[config.mk]
export PLATFORM = sky130hd
export DESIGN_NAME = lru_key_value_cache_unit
export DESIGN_NICKNAME = d
export VERILOG_FILES = /design/src/hw/rtl/lkvc_pkg.sv /design/src/hw/rtl/lkvc_ctrl.sv /design/src/hw/rtl/lkvc_datapath.sv /design/src/hw/rtl/lru_key_value_cache_unit.sv
export VERILOG_INCLUDE_DIRS = /design/src /design/src/hw/rtl
export SDC_FILE = /design/constraint.sdc
export NUM_CORES = 2
export LEC_CHECK = 0
export BUFFER_PORTS_ARGS = -buffer_cell sky130_fd_sc_hd__buf_2
export CORE_UTILIZATION = 40
export DETAILED_ROUTE_END_ITERATION = 8
export PLACE_DENSITY = 0.61
export REMOVE_ABC_BUFFERS = 1
export SLEW_MARGIN = 40
export SYNTH_ARGS = -nofsm -noshare
export SYNTH_HDL_FRONTEND = slang
export SYNTH_SLANG_ARGS = --single-unit
[constraint.sdc]
create_clock -name clock -period 9.8 [get_ports clock]
set_input_delay 0.98 -clock clock [delete_from_list [all_inputs] [get_ports clock]]
set_output_delay 0.98 -clock clock [all_outputs]
set_load 0.05 [all_outputs]
[src/hw/rtl/lru_key_value_cache_unit_macros.svh]
// Assertion macros shared by the cache RTL modules.
// Included by the controller and the datapath; depends on nothing else.
`ifndef LRU_KEY_VALUE_CACHE_UNIT_MACROS_SVH
`define LRU_KEY_VALUE_CACHE_UNIT_MACROS_SVH
`ifndef SYNTHESIS
// Same-cycle implication, disabled during reset.
`define LKVC_ASSERT_IMPLIES(label, clk, rst, ante, cons) \
   label: assert property (@(posedge clk) disable iff (rst) (ante) |-> (cons)) \
      else $error("lkvc assertion failed");
// Next-cycle implication, disabled during reset.
`define LKVC_ASSERT_NEXT(label, clk, rst, ante, cons) \
   label: assert property (@(posedge clk) disable iff (rst) (ante) |=> (cons)) \
      else $error("lkvc assertion failed");
`else
`define LKVC_ASSERT_IMPLIES(label, clk, rst, ante, cons)
`define LKVC_ASSERT_NEXT(label, clk, rst, ante, cons)
`endif
`endif

[src/hw/rtl/lkvc_pkg.sv]
// Shared constants and controller/datapath interface types for the LRU cache.
// Used by lkvc_ctrl, lkvc_datapath and the top level; depends on nothing.
package lkvc_pkg;

   localparam int DEFAULT_MAX_ENTRIES = 16;
   localparam int KEY_W = 32;
   localparam int VAL_W = 32;
   localparam int CSR_W = 5;
   localparam logic [CSR_W-1:0] CSR_RESET = 5'd16;

   // Request kinds.
   localparam logic REQ_GET = 1'b0;
   localparam logic REQ_PUT = 1'b1;

   // Commands from the controller to the datapath.
   typedef struct packed {
      logic capture;   // latch the incoming request
      logic lookup;    // compare keys and register the search results
      logic update;    // apply the request to the store
      logic load_out;  // move the result into the response register
   } ctrl_cmd_type;

   // Status from the datapath to the controller.
   typedef struct packed {
      logic out_free;  // response register can take a new result this cycle
   } dp_status_type;

endpackage

[src/hw/rtl/lkvc_ctrl.sv]
// Sequencing state machine for the LRU cache.
// Depends on lkvc_pkg and the assertion macro header.
`include "lru_key_value_cache_unit_macros.svh"
module lkvc_ctrl (
   input  logic                  clock,
   input  logic                  reset,
   input  logic                  req_valid,
   output logic                  req_ready,
   output lkvc_pkg::ctrl_cmd_type cmd,
   input  lkvc_pkg::dp_status_type status
);
   import lkvc_pkg::*;

   typedef enum logic [1:0] {ST_IDLE, ST_MATCH, ST_UPDATE, ST_FINISH} state_type;

   state_type state_ff;
   logic      req_ready_ff;

   always_ff @(posedge clock) begin
      if (reset) begin
         state_ff     <= ST_IDLE;
         req_ready_ff <= 1'b1;
      end else begin
         case (state_ff)
            ST_IDLE: begin
               if (req_valid) begin
                  state_ff     <= ST_MATCH;
                  req_ready_ff <= 1'b0;
               end
            end
            ST_MATCH:  state_ff <= ST_UPDATE;
            ST_UPDATE: state_ff <= ST_FINISH;
            ST_FINISH: begin
               if (status.out_free) begin
                  state_ff     <= ST_IDLE;
                  req_ready_ff <= 1'b1;
               end
            end
            default: begin
               state_ff     <= ST_IDLE;
               req_ready_ff <= 1'b1;
            end
         endcase
      end
   end

   assign req_ready = req_ready_ff;

   always_comb begin
      cmd.capture  = req_valid && req_ready_ff;
      cmd.lookup   = (state_ff == ST_MATCH);
      cmd.update   = (state_ff == ST_UPDATE);
      cmd.load_out = (state_ff == ST_FINISH) && status.out_free;
   end

   // Ready is only raised once a result has left for the response register.
   `LKVC_ASSERT_NEXT(a_finish_exit, clock, reset, cmd.load_out, state_ff == ST_IDLE && req_ready)
   // A request is taken only with the sequencer idle.
   `LKVC_ASSERT_IMPLIES(a_capture_idle, clock, reset, cmd.capture, state_ff == ST_IDLE)
   // Once a request is taken, no other is accepted until its result is on its way.
   `LKVC_ASSERT_NEXT(a_capture_busy, clock, reset, cmd.capture, !req_ready)

endmodule

[src/hw/rtl/lkvc_datapath.sv]
// Key store, recency ranks, value memory and response register of the LRU cache.
// Depends on lkvc_pkg and the assertion macro header.
`include "lru_key_value_cache_unit_macros.svh"
module lkvc_datapath #(
   parameter int MAX_ENTRIES = lkvc_pkg::DEFAULT_MAX_ENTRIES
) (
   input  logic                          clock,
   input  logic                          reset,
   input  lkvc_pkg::ctrl_cmd_type        cmd,
   output lkvc_pkg::dp_status_type       status,
   input  logic                          req_type,
   input  logic [lkvc_pkg::KEY_W-1:0]    req_lookup_key,
   input  logic [lkvc_pkg::VAL_W-1:0]    req_write_value,
   input  logic                          csr_wr_en,
   input  logic [lkvc_pkg::CSR_W-1:0]    csr_wr_data,
   input  logic                          rsp_ready,
   output logic                          rsp_valid,
   output logic                          rsp_hit,
   output logic [lkvc_pkg::VAL_W-1:0]    rsp_read_value,
   output logic                          rsp_evicted
);
   import lkvc_pkg::*;

   localparam int IW = $clog2(MAX_ENTRIES);        // slot index and rank width
   localparam int CW = $clog2(MAX_ENTRIES + 1);    // fill count width
   localparam int LW = (CW > CSR_W) ? CW : CSR_W;  // common width for the limit compare

   // Configuration.
   logic [CSR_W-1:0] csr_ff;

   // Latched request.
   logic             put_ff;
   logic [KEY_W-1:0] key_ff;
   logic [VAL_W-1:0] wval_ff;

   // Store.
   logic [KEY_W-1:0] entry_key_ff [MAX_ENTRIES];
   logic [VAL_W-1:0] entry_value_mem [MAX_ENTRIES];
   logic             valid_ff [MAX_ENTRIES];
   logic [IW-1:0]    rank_ff [MAX_ENTRIES];
   logic [IW-1:0]    rank_in [MAX_ENTRIES];
   logic [CW-1:0]    filled_ff;

   // Search results.
   logic [MAX_ENTRIES-1:0] match_vec;
   logic [MAX_ENTRIES-1:0] victim_vec;
   logic [IW-1:0]          hit_idx, free_idx, victim_idx, hit_rank, oldest_rank;
   logic [LW-1:0]          limit;
   logic                   hit_ff, room_ff;
   logic [IW-1:0]          hit_idx_ff, free_idx_ff, victim_idx_ff, hit_rank_ff;

   // Update stage.
   logic          do_promote, do_fill;
   logic [IW-1:0] sel_idx, sel_rank, wr_idx;

   // Result.
   logic [VAL_W-1:0] rd_data_ff;
   logic             res_hit_ff, res_evict_ff, res_get_ff;
   logic             rsp_valid_ff, rsp_hit_ff, rsp_evicted_ff;
   logic [VAL_W-1:0] rsp_read_value_ff;

   always_ff @(posedge clock) begin
      if (reset) begin
         csr_ff <= CSR_RESET;
      end else if (csr_wr_en) begin
         csr_ff <= csr_wr_data;
      end
   end

   always_ff @(posedge clock) begin
      if (cmd.capture) begin
         put_ff  <= req_type;
         key_ff  <= req_lookup_key;
         wval_ff <= req_write_value;
      end
   end

   // Effective capacity: zero acts as one, anything above the store size is clamped.
   always_comb begin
      if (csr_ff == '0) begin
         limit = LW'(1);
      end else if (LW'(csr_ff) > LW'(MAX_ENTRIES)) begin
         limit = LW'(MAX_ENTRIES);
      end else begin
         limit = LW'(csr_ff);
      end
   end

   // Ranks of valid entries run from 0 to filled-1, so the oldest has rank filled-1.
   assign oldest_rank = IW'(filled_ff - CW'(1));

   always_comb begin
      hit_idx    = '0;
      free_idx   = '0;
      victim_idx = '0;
      hit_rank   = '0;
      for (int i = 0; i < MAX_ENTRIES; i++) begin
         match_vec[i]  = valid_ff[i] && (entry_key_ff[i] == key_ff);
         victim_vec[i] = valid_ff[i] && (rank_ff[i] == oldest_rank);
         if (match_vec[i]) begin
            hit_rank = hit_rank | rank_ff[i];
         end
      end
      // Scan downward so the lowest index wins.
      for (int i = MAX_ENTRIES - 1; i >= 0; i--) begin
         if (match_vec[i]) begin
            hit_idx = IW'(i);
         end
         if (!valid_ff[i]) begin
            free_idx = IW'(i);
         end
         if (victim_vec[i]) begin
            victim_idx = IW'(i);
         end
      end
   end

   always_ff @(posedge clock) begin
      if (cmd.lookup) begin
         hit_ff        <= |match_vec;
         room_ff       <= LW'(filled_ff) < limit;
         hit_idx_ff    <= hit_idx;
         free_idx_ff   <= free_idx;
         victim_idx_ff <= victim_idx;
         hit_rank_ff   <= hit_rank;
      end
   end

   assign do_promote = hit_ff || (put_ff && !room_ff);
   assign do_fill    = !hit_ff && put_ff && room_ff;
   assign sel_idx    = hit_ff ? hit_idx_ff : victim_idx_ff;
   assign sel_rank   = hit_ff ? hit_rank_ff : oldest_rank;
   assign wr_idx     = hit_ff ? hit_idx_ff : (room_ff ? free_idx_ff : victim_idx_ff);

   always_comb begin
      for (int i = 0; i < MAX_ENTRIES; i++) begin
         rank_in[i] = rank_ff[i];
         if (do_promote) begin
            if (IW'(i) == sel_idx) begin
               rank_in[i] = '0;
            end else if (valid_ff[i] && rank_ff[i] < sel_rank) begin
               rank_in[i] = rank_ff[i] + IW'(1);
            end
         end else if (do_fill) begin
            if (IW'(i) == free_idx_ff) begin
               rank_in[i] = '0;
            end else if (valid_ff[i]) begin
               rank_in[i] = rank_ff[i] + IW'(1);
            end
         end
      end
   end

   always_ff @(posedge clock) begin
      if (reset) begin
         filled_ff <= '0;
         for (int i = 0; i < MAX_ENTRIES; i++) begin
            valid_ff[i] <= 1'b0;
            rank_ff[i]  <= '0;
         end
      end else if (cmd.update) begin
         for (int i = 0; i < MAX_ENTRIES; i++) begin
            rank_ff[i] <= rank_in[i];
         end
         if (do_fill) begin
            valid_ff[free_idx_ff] <= 1'b1;
            filled_ff             <= filled_ff + CW'(1);
         end
      end
   end

   // Keys are written only on a put of an absent key.
   always_ff @(posedge clock) begin
      if (cmd.update && put_ff && !hit_ff) begin
         entry_key_ff[wr_idx] <= key_ff;
      end
   end

   // Value memory: one write port, one registered read port.
   always_ff @(posedge clock) begin
      if (cmd.update && put_ff) begin
         entry_value_mem[wr_idx] <= wval_ff;
      end
      if (cmd.update) begin
         rd_data_ff <= entry_value_mem[hit_idx_ff];
      end
   end

   always_ff @(posedge clock) begin
      if (cmd.update) begin
         res_hit_ff   <= hit_ff;
         res_evict_ff <= put_ff && !hit_ff && !room_ff;
         res_get_ff   <= (put_ff == REQ_GET);
      end
   end

   // Response register.
   always_ff @(posedge clock) begin
      if (reset) begin
         rsp_valid_ff <= 1'b0;
      end else if (cmd.load_out) begin
         rsp_valid_ff <= 1'b1;
      end else if (rsp_ready) begin
         rsp_valid_ff <= 1'b0;
      end
   end

   always_ff @(posedge clock) begin
      if (cmd.load_out) begin
         rsp_hit_ff        <= res_hit_ff;
         rsp_evicted_ff    <= res_evict_ff;
         rsp_read_value_ff <= (res_hit_ff && res_get_ff) ? rd_data_ff : '0;
      end
   end

   assign status.out_free = !rsp_valid_ff || rsp_ready;
   assign rsp_valid       = rsp_valid_ff;
   assign rsp_hit         = rsp_hit_ff;
   assign rsp_evicted     = rsp_evicted_ff;
   assign rsp_read_value  = rsp_read_value_ff;

   // Valid keys are distinct, so a lookup matches at most one slot.
   `LKVC_ASSERT_IMPLIES(a_one_match, clock, reset, cmd.lookup, $onehot0(match_vec))
   // With any entry filled, exactly one valid entry holds the oldest rank.
   `LKVC_ASSERT_IMPLIES(a_one_oldest, clock, reset, cmd.lookup && filled_ff != '0, $onehot(victim_vec))
   // A fill adds exactly one entry.
   `LKVC_ASSERT_NEXT(a_fill_count, clock, reset, cmd.update && do_fill, filled_ff == $past(filled_ff) + CW'(1))

endmodule

[src/hw/rtl/lru_key_value_cache_unit.sv]
// Fully associative key-value cache with least-recently-used replacement.
// Request channel (req_*): valid/ready; req_type selects get or put of a 32-bit key.
// Response channel (rsp_*): valid/ready; one response per request, in request order,
//   carrying hit, the value read on a get hit (zero otherwise) and an eviction flag.
// Configuration: csr_wr_en/csr_wr_data write the number of entries that may be filled
//   before eviction starts; write it only while no request is in flight.
// Each request passes in order through accept, parallel key compare against every slot,
//   store update with the value memory read, and transfer to the response register.
//   A new request is accepted only after the previous one has moved to the response
//   register, so requests are not overlapped.
// The response register holds a finished result while the receiver stalls; the next
//   request is still accepted and processed, and waits at its last step until the
//   response register frees.
// Reset (synchronous, active high) clears all valid marks, ranks and the fill count
//   and sets the capacity register to sixteen; no clearing pass is needed.
// Depends on lkvc_pkg, lkvc_ctrl and lkvc_datapath.
module lru_key_value_cache_unit #(
   parameter int MAX_ENTRIES = lkvc_pkg::DEFAULT_MAX_ENTRIES
) (
   input  logic                       clock,
   input  logic                       reset,
   // Request channel.
   input  logic                       req_valid,
   output logic                       req_ready,
   input  logic                       req_type,
   input  logic [lkvc_pkg::KEY_W-1:0] req_lookup_key,
   input  logic [lkvc_pkg::VAL_W-1:0] req_write_value,
   // Response channel.
   output logic                       rsp_valid,
   input  logic                       rsp_ready,
   output logic                       rsp_hit,
   output logic [lkvc_pkg::VAL_W-1:0] rsp_read_value,
   output logic                       rsp_evicted,
   // Capacity register write port.
   input  logic                       csr_wr_en,
   input  logic [lkvc_pkg::CSR_W-1:0] csr_wr_data
);
   import lkvc_pkg::*;

   // Commands flow from the sequencer to the datapath; status flows back.
   ctrl_cmd_type  cmd;
   dp_status_type status;

   lkvc_ctrl u_ctrl (
      .clock     (clock),
      .reset     (reset),
      .req_valid (req_valid),
      .req_ready (req_ready),
      .cmd       (cmd),
      .status    (status)
   );

   // The datapath holds the key compare lanes, recency ranks, value memory and
   // the response register.
   lkvc_datapath #(
      .MAX_ENTRIES (MAX_ENTRIES)
   ) u_datapath (
      .clock           (clock),
      .reset           (reset),
      .cmd             (cmd),
      .status          (status),
      .req_type        (req_type),
      .req_lookup_key  (req_lookup_key),
      .req_write_value (req_write_value),
      .csr_wr_en       (csr_wr_en),
      .csr_wr_data     (csr_wr_data),
      .rsp_ready       (rsp_ready),
      .rsp_valid       (rsp_valid),
      .rsp_hit         (rsp_hit),
      .rsp_read_value  (rsp_read_value),
      .rsp_evicted     (rsp_evicted)
   );

endmodule
* Yosys cells after proc, flatten, opt, wreduce, memory -nomap -nowiden
Memory sizes are Yosys's and may differ from the RTL's. A register that Yosys moved wholly into a read port is not among the register bits. Index checks and enable logic that the tools add are counted.
Operators by class: $lt $le $gt $ge 18, add/subtract/negate cells 18, equal/unequal tests 67, reduce and logical (&&, ||, !) cells 82, multiplexer cells 203, bitwise operators 32
Operators with widths (number):
- 2-to-1 mux 4 bit | 157
- == test 32 bit | 16
- adder 4 x 1 -> 4 bit, second input constant | 16
- == test 4 bit | 16
- == test 4 bit, first input constant | 16
- < comparator 4 bit | 16
- OR 4 bit | 15
- logical AND 1 bit | 57
- 2-to-1 mux 3 bit | 12
- == test 3 x 4 -> 1 bit, first input constant | 8
- 2-to-1 mux 1 bit | 22
- == test 2 x 4 -> 1 bit, first input constant | 4
- 2-to-1 mux 2 bit | 8
- OR 1 bit | 16
- OR reduction 16 bit | 1
- OR reduction 8 bit | 2
- 2-to-1 mux 5 bit | 2
- == test 1 x 4 -> 1 bit, first input constant | 2
- zero test 4 bit | 2
- one-hot mux 2 bit (4 select lines) | 1
- AND reduction 8 bit | 1
- OR reduction 4 bit | 2
- AND reduction 2 bit | 3
- adder 5 x 1 -> 5 bit, second input constant | 1
- other kinds (18) | 24
Storage, ports and cells: RAM bits 1104, memories kept 4, flip-flop bits (word level) 134
Memories:
- u_datapath.entry_key_ff | words 16, bits a word 32, rd ports 16, clocked after Yosys merged registers in 0, wr ports 1, RTL line lkvc_datapath.sv:37 | logic [KEY_W-1:0] entry_key_ff [MAX_ENTRIES];
- u_datapath.entry_value_mem | words 16, bits a word 32, rd ports 1, clocked after Yosys merged registers in 1, wr ports 1, RTL line lkvc_datapath.sv:38 | logic [VAL_W-1:0] entry_value_mem [MAX_ENTRIES];
- u_datapath.rank_ff | words 16, bits a word 4, rd ports 16, clocked after Yosys merged registers in 0, wr ports 16, RTL line lkvc_datapath.sv:40 | logic [IW-1:0] rank_ff [MAX_ENTRIES];
- u_datapath.valid_ff | words 16, bits a word 1, rd ports 16, clocked after Yosys merged registers in 0, wr ports 16, RTL line lkvc_datapath.sv:39 | logic valid_ff [MAX_ENTRIES];

* Longest topological paths before layout
An unclocked memory read counts as a cell.
depth in word-level cells 34, gate-level depth with buffers 13

* By module
From an unflattened synthesis, not the netlist that was laid out.
Unflattened totals: cells, all modules 3073, area total of the unflattened synthesis 53500.1 um2
By module, submodules not included:
- lkvc_datapath | instances 1, area each 53268.6 um2, cells an instance 3047, sequential area each 37776.2 um2
- lkvc_ctrl | instances 1, area each 231.5 um2, cells an instance 26, sequential area each 60.1 um2

* Worst setup path after synthesis
Ideal clock, no wire load.
path kind register to register, start point reg u_ctrl.state_ff[0], end point mem u_datapath.entry_key_ff[3][0], enable pin, cell stages (with the launch flop) 8, data required time 9.339 ns, buffers on the path 2, period minus slack after synthesis 5.015 ns, slack 4.785 ns, data arrival time 4.555 ns, library setup time 0.461 ns, cells stage by stage dfxtp_1 inv_1 ha_1 clkbuf_1 nand2_1 or3_1 clkbuf_1 nor3_1
Between the ends: longest elaborated chain between the ends 5
Ends and longest elaborated chain:
- from (decl) | RTL line lkvc_ctrl.sv:16 | state_type state_ff;
- from (signal assigned) | RTL line lkvc_ctrl.sv:21 | state_ff <= ST_IDLE;
- from (signal assigned) | RTL line lkvc_ctrl.sv:27 | state_ff <= ST_MATCH;
- from (signal assigned) | RTL line lkvc_ctrl.sv:31 | ST_MATCH: state_ff <= ST_UPDATE;
- == test 2 bit | RTL line lkvc_ctrl.sv:52 | cmd.update = (state_ff == ST_UPDATE);
- logical AND 1 bit (2 in series) | RTL line lkvc_datapath.sv:174 | if (cmd.update && put_ff && !hit_ff) begin
- 2-to-1 mux 1 bit | RTL line lkvc_datapath.sv:174
- 2-to-1 mux 1 bit (not written as such) | RTL line lkvc_datapath.sv:175 | entry_key_ff[wr_idx] <= key_ff;
- to (decl) | RTL line lkvc_datapath.sv:37
Every way passes these cells.

==> run metrics <==
status=finished clean; Pwr Total=13.5 mW; XOR/XNOR Fraction of Synth Area=0.102; RSZ-0062 raised after global routing=false; area leader, netlist=edfxtp_1; adder-cell share of the synthesized area=0.0176; Lkg Pwr=19.3 nW; First-pass DRT Iterations=5; Critical Setup Path Class=reg2reg; Post-synth EDFFs=1240; multiplexer area fraction after synthesis=0.0697; detailed-route DRC error count=0; # rows=133; initial core utilization=0.404; synthesized area=0.0533 sq mm; flops & latches, synth=1270; CP Launch Type=register; synthesized instance count=3070; Synth Flop Type=edfxtp_1; largest net degree at the start of global routing=76; width of the die=367 microns; Multi-input gate area=0.0148 sq mm; GPL Wtd Cong=0.884; share of the synthesized area in the top cell type=0.699; I/O Pins=111; critical path's slowest cell=a221oi_1; GR Util All Layers=0.195; Filler cells=11277; GRT Residual Overflow=0; post-synth cell types=59; CP endpoint kind=register; Crit path largest cell delay=0.67 ns; register area share after synthesis=0.710; final worst path period share=0.397; count of final setup violators=0; vias in the first global route=27668; Resized cells post-CTS=0; CP dominant cell by count=buf_4; crit path max fanout=21; antenna-violating nets left=0; Sum Neg Setup Slack=0 ns; root buffer cell=clkbuf_16; Final min period=3.89 ns; DR WL/cell=25.7 microns; Power Dens Cells=225 mW/mm^2; die area=0.135 sq mm; initial antenna violation count=3; Max Cap Viol=0; relative slew slack=0.395; peak supply drop=0.000183 V; synth warn=0; min-delay worst type=in2reg; CTS tree=done; Core Region=0.132 sq mm; Final #Nets=3424; hold-fix buffers at CTS=0; post-CTS setup buffer count=0; total clock sinks=1270; vias=27999; Synth Area in Compound Gates=0.0259; clk buf depth=3; Final Slew Violations=0; Tightest Pin Transition=0.902 ns; Post-DP HPWL=72700 microns; Worst Path Required=10.18 ns; clock-pin slew on the worst setup and hold paths=0.06 ns; TritonCTS Buffers=130; FMAX=257 MHz; Simple-Gate Fraction of Synth Area=0.0577; Reg area=0.0378 sq mm; Hold Fails Final Rpt=0; CP cell instances=buf_4 > inv_1 > ha_1 > buf_4 > nor2_1 > a21oi_1 > buf_4 > ha_1 > o21a_1 > o21a_1 > o21ai_0 > nand3b_1 > a221oi_1; Initial DRC Count=2568; Detailed Route WL=132000 microns; Vias per Instance=5.46; Port Buf Inserts=110; Die Span Y=367 microns; clk_skew=0.0332 ns; share of layout cells above drive strength 1=0.180; Avg Cell Area, Syn=17.4 sq um; first-pass GRT wire length=192000 microns; clk_lat worst skew=0.76 ns; H-tree lvl count=4; Syn-to-layout area delta=12.9%; main area contributors after synthesis=edfxtp_1 (70%), mux4_2 (6.8%), xnor2_1 (6.0%); largest family of logic cells by synthesized area=XOR/XNOR gates; Arr. time, crit path=4.27 ns; post-synthesis async set-or-reset flop share=0
[metal layers]
| layer | global-route usage | routed length (microns) |
|---|---|---|
| met2 | 0.309 | 62500 |
| met4 | 0.0571 | 3030 |
| met1 | 0.277 | 59100 |
| met5 | 0 | 0 |
| met3 | 0.0314 | 7180 |
[cell families after synthesis]
logic type / after synthesis
AOI/OAI and AO/OA: 204
xor gates and xnor gates: 614
adders and majority gates: 75
buffers and inverters: 177
DFF: 1270
muxes: 171
and+or+nand+nor: 559
[worst paths after layout]
kind	slack, ns	startpoint	end	cells past startpoint
setup / recovery	5.91	u_datapath.filled_ff[0]	u_datapath.rank_ff[0][0]	13
hold / removal	0.40	req_write_value[27]	u_datapath.wval_ff[27]	1
setup reg to reg	5.91	u_datapath.filled_ff[0]	u_datapath.rank_ff[0][0]	13
hold reg to reg	0.42	u_datapath.res_evict_ff	u_datapath.rsp_evicted	0
[per-stage QoR]
stage / worst slack, ns / utilization / hold WS [ns] / cell area (sq um) / instances
5_1_grt: 5.64 / 0.457 / 0.356 / 60200 / 5128
3_5_place_dp: 5.90 / 0.427 / 0.408 / 56300 / 4897
6_report: 5.91 / 0.457 / 0.397 / 60200 / 5129
2_1_floorplan: 0.952 / - / 0.400 / 52500 / 2928
4_1_cts: 5.90 / 0.457 / 0.334 / 60200 / 5128
3_3_place_gp: 6.03 / 0.427 / 0.405 / 56200 / 4896
[cells in the mapped netlist (20+ instances only)]
master,n
nor4_1,57
dfxtp_1,30
xor2_1,245
ha_1,75
o21ai_0,32
mux4_2,160
nand2_1,48
clkbuf_1,54
and3_1,32
a221oi_1,26
a21oi_1,54
xnor2_1,365
nor2_1,143
nand3b_1,20
o21a_1,35
nand4_1,96
inv_1,35
buf_2,45
edfxtp_1,1240
nand3_1,59
nor3_1,43
[worst max-delay path: cells and delay by family, from the launching register on]
family / cells / cell delay (ns)
adder cells (fa/ha/maj): 2 / 0.61
AO/OA/AOI/OAI: 5 / 1.24
flip-flops: 1 / 0.31
buffers and inverters: 4 / 1.14
AND/OR/NAND/NOR: 2 / 0.20
[layout make-up]
type	instances	area share
well taps	1755	0.0365
multi-input cells	1623	0.246
clock buffers	169	0.0565
repair buffers	214	0.0230
clock inverters	62	0.00777
flip-flops and latches	1270	0.629
inverters	35	0.00218
diodes	1	0.0000416
[power breakdown]
part / total [mW] / internal, mW / switching, mW
clock network: 4.62 / 2.56 / 2.05
registers: 6.71 / 6.40 / 0.308
logic: 2.20 / 0.864 / 1.33
[sequential cells by signal (all words and copies together), names as in the netlist, 2 cells and up]
register and flops:
u_datapath.free_idx_ff 4, u_datapath.hit_idx_ff 4, u_ctrl.state_ff 2, u_datapath.csr_ff 5, u_datapath.entry_key_ff 512, u_datapath.entry_value_mem 512, u_datapath.wval_ff 32, u_datapath.hit_rank_ff 4
u_datapath.key_ff 32, u_datapath.rd_data_ff 32, u_datapath.filled_ff 5, u_datapath.victim_idx_ff 4, u_datapath.rsp_read_value 32, u_datapath.rank_ff 64, u_datapath.valid_ff 16
[cells in the final DEF, fill, tap and decap left out, types with 18 or more instances in the layout]
cell type and count:
buf_2 110, mux4_2 160, ha_1 74, nor3_2 20, nor2b_1 18, edfxtp_1 1240
nand3_1 59, xnor2_1 365, a221oi_1 26, nor4_1 56, nand2_1 48, xor2_1 245
clkbuf_1 39, a21oi_1 54, buf_4 97, and3_1 32, nor3_1 27, clkinv_1 30
nor2_1 126, clkbuf_16 130, inv_1 35, nand3b_1 20, o21a_1 35, o21ai_0 31
dfxtp_1 30, nand4_1 96
(Power assumes the default switching activity.)
